==> config.mk <==
export PLATFORM = sky130hd
export DESIGN_NAME = iis_ctrl
export DESIGN_NICKNAME = d
export VERILOG_FILES = /design/src/hw/rtl/iis_pkg.sv /design/src/hw/rtl/iis_ctrl.sv
export SDC_FILE = /design/constraint.sdc
export NUM_CORES = 1
export LEC_CHECK = 0
export BUFFER_PORTS_ARGS = -buffer_cell sky130_fd_sc_hd__buf_4
export CORE_AREA = 2 2 39 41
export DETAILED_ROUTE_END_ITERATION = 8
export DIE_AREA = 0 0 41 43
export GPL_TIMING_DRIVEN = 0
export PLACE_DENSITY = 0.52
export SETUP_SLACK_MARGIN = 0.3
export SKIP_CTS_REPAIR_TIMING = 1
export SYNTH_ARGS = -nofsm -noshare
export SYNTH_HDL_FRONTEND = slang
export SYNTH_SLANG_ARGS = --single-unit
==> constraint.sdc <==
create_clock -name clk -period 3.2 [get_ports clk]
set_clock_uncertainty 0.05 [all_clocks]
set_input_delay 0.32 -clock clk [delete_from_list [all_inputs] [get_ports clk]]
set_output_delay 0.32 -clock clk [all_outputs]
set_load 0.1 [all_outputs]
==> src/hw/rtl/iis_pkg.sv <==
// Package for the integer interval set: word types, table sizes and operation codes.
// No dependencies.
package iis_pkg;

  localparam int MaxRanges = 64;
  localparam int IdxW = $clog2(MaxRanges);
  localparam int CntW = $clog2(MaxRanges + 1);

  localparam logic [1:0] KIND_QUERY = 2'd0;
  localparam logic [1:0] KIND_ADD = 2'd1;
  localparam logic [1:0] KIND_REMOVE = 2'd2;

  typedef struct packed {
    logic [1:0] kind;
    logic signed [31:0] key;
  } in_word_t;

  typedef struct packed {
    logic was_member;
    logic member_found;
    logic signed [31:0] next_member;
    logic signed [31:0] next_free;
    logic table_full;
    logic set_empty;
  } out_word_t;

  typedef struct packed {
    logic load;
    logic scan_start;
    logic scan_step;
    logic decide;
    logic shift_up;
    logic shift_down;
    logic finish;
  } cmd_t;

  typedef struct packed {
    logic scan_done;
    logic shift_up_done;
    logic shift_down_done;
    logic need_up;
    logic need_down;
  } status_t;

endpackage

==> src/hw/rtl/iis_ctrl.sv <==
// Controller for the integer interval set: sequences scan, decision, shift and output.
// Depends on iis_pkg.
module iis_ctrl (
  input  logic             clk,
  input  logic             rst,
  input  logic             in_valid,
  input  logic             out_busy,
  input  iis_pkg::status_t status,
  output logic             in_ready,
  output iis_pkg::cmd_t    cmd
);

  localparam logic [2:0] S_IDLE = 3'd0;
  localparam logic [2:0] S_SCAN = 3'd1;
  localparam logic [2:0] S_DECIDE = 3'd2;
  localparam logic [2:0] S_UP = 3'd3;
  localparam logic [2:0] S_DOWN = 3'd4;
  localparam logic [2:0] S_DONE = 3'd5;
  localparam logic [2:0] S_START = 3'd6;
  localparam logic [2:0] S_ROUTE = 3'd7;

  logic [2:0] state;
  logic [2:0] state_next;

  always_comb begin
    state_next = state;
    cmd = '0;
    in_ready = 1'b0;
    case (state)
      S_IDLE: begin
        in_ready = 1'b1;
        if (in_valid) begin
          cmd.load = 1'b1;
          state_next = S_START;
        end
      end
      S_START: begin
        cmd.scan_start = 1'b1;
        state_next = S_SCAN;
      end
      S_SCAN: begin
        cmd.scan_step = 1'b1;
        if (status.scan_done) begin
          state_next = S_DECIDE;
        end
      end
      S_DECIDE: begin
        cmd.decide = 1'b1;
        state_next = S_ROUTE;
      end
      S_ROUTE: begin
        if (status.need_up) begin
          state_next = S_UP;
        end else if (status.need_down) begin
          state_next = S_DOWN;
        end else begin
          state_next = S_DONE;
        end
      end
      S_UP: begin
        cmd.shift_up = 1'b1;
        if (status.shift_up_done) begin
          state_next = S_DONE;
        end
      end
      S_DOWN: begin
        cmd.shift_down = 1'b1;
        if (status.shift_down_done) begin
          state_next = S_DONE;
        end
      end
      S_DONE: begin
        if (!out_busy) begin
          cmd.finish = 1'b1;
          state_next = S_IDLE;
        end
      end
      default: begin
        state_next = S_IDLE;
      end
    endcase
  end

  always_ff @(posedge clk) begin
    if (rst) begin
      state <= S_IDLE;
    end else begin
      state <= state_next;
    end
  end

`ifndef SYNTHESIS
  a_ready_idle: assert property (@(posedge clk) disable iff (rst)
    in_ready |-> state == S_IDLE) else $error("ready outside idle");
  a_load_next: assert property (@(posedge clk) disable iff (rst)
    cmd.load |=> state == S_START) else $error("load did not start scan");
  a_finish_free: assert property (@(posedge clk) disable iff (rst)
    cmd.finish |-> !out_busy) else $error("finish while output busy");
`endif

endmodule

Word-level counts from Yosys, hierarchy flattened
Index checks and enable logic that the tools add are counted.
{"block": "word_totals", "input_bits": 9, "wordCells": 33, "out_inout_bits": 8, "reg_bits": 3}
{"block": "op_classes", "n_reduce_logical": 2, "eq_ne": 12, "mux": 18}
{"operator": "$pmux W3 S8", "n": 1}
{"operator": "$mux W3", "n": 6}
{"operator": "$eq A3 B3 Y1 const B", "n": 4}
{"operator": "$mux W1", "n": 11}
{"operator": "$ne A2 B2 Y1 const B", "n": 5}
{"operator": "$eq A3 B2 Y1 const B", "n": 2}
{"operator": "$reduce_and A5 Y1", "n": 1}
{"operator": "$eq A3 B1 Y1 const B", "n": 1}
{"operator": "$logic_not A3 Y1", "n": 1}

Longest topological paths before layout
{"block": "depth", "ltp_word": 3, "mapped_depth": 4, "depth_no_buf": 3}

Least setup slack after synthesis
No wires, ideal clock.
{"block": "synth_timing", "path_kind": "reg2out", "startpoint": "register state[1]", "endpoint": "output port cmd[3] (netlist name)", "slack_ns": 0.099, "arrival_ns": 2.731, "path_stages_with_launch": 3, "path_buffers": 1, "required_ns": 2.830, "cell_sequence": "dfxtp_1 > buf_6 > nor3b_1"}
{"item": "from (decl)", "line_no": "iis_ctrl.sv:22", "rtl": "logic [2:0] state;"}
{"item": "from (signal assigned)", "line_no": "iis_ctrl.sv:88", "rtl": "state <= state_next;"}
{"item": "to (decl)", "line_no": "iis_ctrl.sv:10", "rtl": "output iis_pkg::cmd_t cmd"}

==> run summary <==
The total power density per cell area was 811 nW/um^2; the number of placement rows was 14. For this run, the number of Yosys warnings is 0. The initial cell density of the core is 0.222. The tools report the total count of hold-check failures in the final report as 0. The cell area after layout is 494 um^2.

Routability-driven placement finished with a final weighted congestion of 0.710. Primary flip-flop cell chosen by synthesis mapping: dfxtp_1. The initial antenna violation count was 0. Largest register by flop count: state.

The largest registers in the layout are state (3). The mean number of vias per cell came out at 4.52. The worst setup path is of the reg -> out kind.

The final number of setup-violating endpoints was 0; the final core utilization was 0.357. The total buffers and inverters traversed by the critical path works out to 2. In the final layout, the multi-input gates occupy 236 um^2. The power share of the clock group was 0.163; the synthesized net count was 46. STA classifies the critical path endpoint as an output pin.

The floorplan core area is 1380 um^2, and the proportion of total power due to net switching is 0.564. Number of enable flip-flop cells after synthesis: 0. The area growth from synthesis to layout is 61.2%. Arrival time at the worst endpoint: 1.39 ns.

The final critical-path share of the clock period came out at 0.551. For the count of distinct cell types in the synthesized netlist, the log shows 28. The tools report the clock root buffer as clkbuf_4. The first global-routing pass estimated 1300 um of wire. Counting along the longest clock path gives a buffer depth of 2.

The clock sink count came out at 3. Setup repair after global routing left no endpoint under its margin. For this design the top-level I/O count stands at 17.

Counting I/O delays and the setup requirement, the final critical path takes 1.76 ns. Summing internal, switching and leakage power gives 0.401 mW. For this design the total switching power over the nets is 0.226 mW. The number of levels the H-tree was split into was 1.

For the max-slew violation count, the log shows 0. Measured along the y axis, the die boundary spans 43 um. In the post-synthesis netlist, the cell with the most instances is nor2_1. The cell taking the most area after synthesis was dfxtp_1. Detailed-route DRC error count: 0.

For the total congestion overflow after global routing, the log shows 0. The run gives 783 um as the wire length reported by the detailed router. The first detailed-routing pass took 4 iterations. TritonCTS built the clock tree. Critical path's slowest cell: dfxtp_1. The tools report the residual antenna-violating net count after detailed routing as 0. The number of antenna diodes in the final layout is 0. Yosys attributes the largest share of cell area to dfxtp_1 (20%), buf_6 (7.3%), nor2_1 (4.9%). The floorplan die width was 41 um; the async set or reset register ratio after synthesis was 0. Cell type group with the largest total delay on the critical path: buffers and inverters. The post-synthesis sequential area ratio was 0.196; the internal power was 0.175 mW.

Number of flip-flops in the largest register: 3. Max-cap violations in this run came to 0. The top-area cell type share of the netlist area works out to 0.196. In this design, the stage delay of the slowest critical-path cell is 0.33 ns. The minimum hold slack was 0.310 ns.

The layout cell share with drive strength beyond 1 came out at 0.579. STA puts the critical path data required time at 2.83 ns. Synthesis inferred 3 register bits.

The clock latency of the later-clocked register in the worst-skew pair is 0.23 ns. The instance area after placement is 468 um^2. Power share of the combinational group: 0.697.

The peak fanout along the critical path is 10. Clock buffer count from CTS: 3. The logs give 330 for the total via count after detailed routing and 37 for the post-synthesis instance total. The run gives 0 ns as the setup total negative slack. The path class of the tightest hold or removal check is in -> reg.

Traced cell by cell, the critical path runs through buf_2 > nor3_4 > and2_1 > buf_4. The detail-routed net length per standard cell was 10.7 um; the netlist area before placement was 307 um^2. In the synthesized netlist, the cells that appear most often are nor2_1 (4), dfxtp_1 (3). The nature of the critical path startpoint is a flop. The worst-case IR drop observed on VDD is 0.290 mV. Each instance of the synthesized netlist takes up on average 8.28 um^2. The via count of the first global-routing pass was 321; the pin count of the biggest net entering global routing was 11. The run gives 0.108 as the total routing resource utilization after global routing. At the end of the flow, the number of nets in the layout was 67.

The run finished with clean final reports. Detailed placement finished with a half-perimeter wire length of 604 um. For this design the static power due to leakage is 0.233 nW. The count of buffers inserted at the top-level ports was 16. Counting the fill cells in the layout gives 147.

The clock edge transition at the registers on the reported setup and hold paths was 0.03 ns; the sequential cell area was 60.1 um^2. The number of DRC markers after the initial detailed-route iteration is 2, and the proportion of power drawn by flip-flops and latches is 0.140. The relative slew slack came out at 0.815.

For the pin with the worst max-slew slack, the measured transition is 0.280 ns. The tools report the overall die area as 1760 um^2. For the maximum achievable frequency, the log shows 567 MHz.
[routing by layer]
layer / track usage / routed length [um]
met4: 0.0600 / 0
met3: 0.0314 / 32
met5: 0 / 0
met1: 0.141 / 331
met2: 0.153 / 419
[cell usage in the layout, fill, tap and decap left out, drive strengths merged]
cell,count
o21ai,1
dfxtp,3
clkbuf,4
a211oi,1
and4b,1
a21boi,1
and3,2
buf,19
o21a,2
nor2,4
mux2i,1
nor3,2
nand2b,3
a21oi,2
and2,2
a21o,1
o21bai,1
inv,1
nor3b,3
a31oi,1
nand2,1
and3b,1
[through the flow]
stage / setup slack (ns) / instances
floorplan: 0.631 / 37
global placement: 1.68 / 69
detailed placement: 1.67 / 69
CTS: 1.42 / 73
global route: 1.35 / 73
finish: 1.44 / 73
[worst reg2reg max path, cell delays in order, from the launching register on]
cell and delay, ns:
dfxtp_1 0.37, buf_2 0.27, nor2_1 0.10, a21oi_2 0.15, a21boi_1 0.17
[power by group through the flow]
| stage | sequential (mW) | combinational [mW] | clock (mW) |
|---|---|---|---|
| after floorplan | 0.0540 | 0.231 | 0 |
| after global placement | 0.0569 | 0.280 | 0 |
| after detailed placement | 0.0570 | 0.281 | 0 |
| after CTS | 0.0564 | 0.281 | 0.0676 |
| after global routing | 0.0575 | 0.294 | 0.0722 |
| final | 0.0563 | 0.279 | 0.0654 |
[cells by family after synthesis]
logic type / after synthesis / synth area share
and+or+nand+nor: 19 / 0.420
muxes: 1 / 0.0327
buffers and inverters: 4 / 0.102
AOI/OAI and AO/OA: 10 / 0.249
DFF: 3 / 0.196
[layout make-up]
type                    instances  area share
plain buffers                   3      0.0557
repair buffers                 16       0.243
well taps                      16      0.0405
inverters                       1     0.00759
multi-input cells              30       0.478
clock buffers                   4      0.0532
flip-flops and latches          3       0.122
[worst paths after layout]
| check | start | end | slack [ns] | cells after the start |
|---|---|---|---|---|
| hold / removal | rst | state[0] | 0.31 | 3 |
| setup / recovery | state[0] | cmd[6] | 1.44 | 4 |
| hold reg to reg | state[0] | state[2] | 0.63 | 3 |
| setup reg to reg | state[0] | state[1] | 2.02 | 4 |
Power figures use the tool's default switching activity.
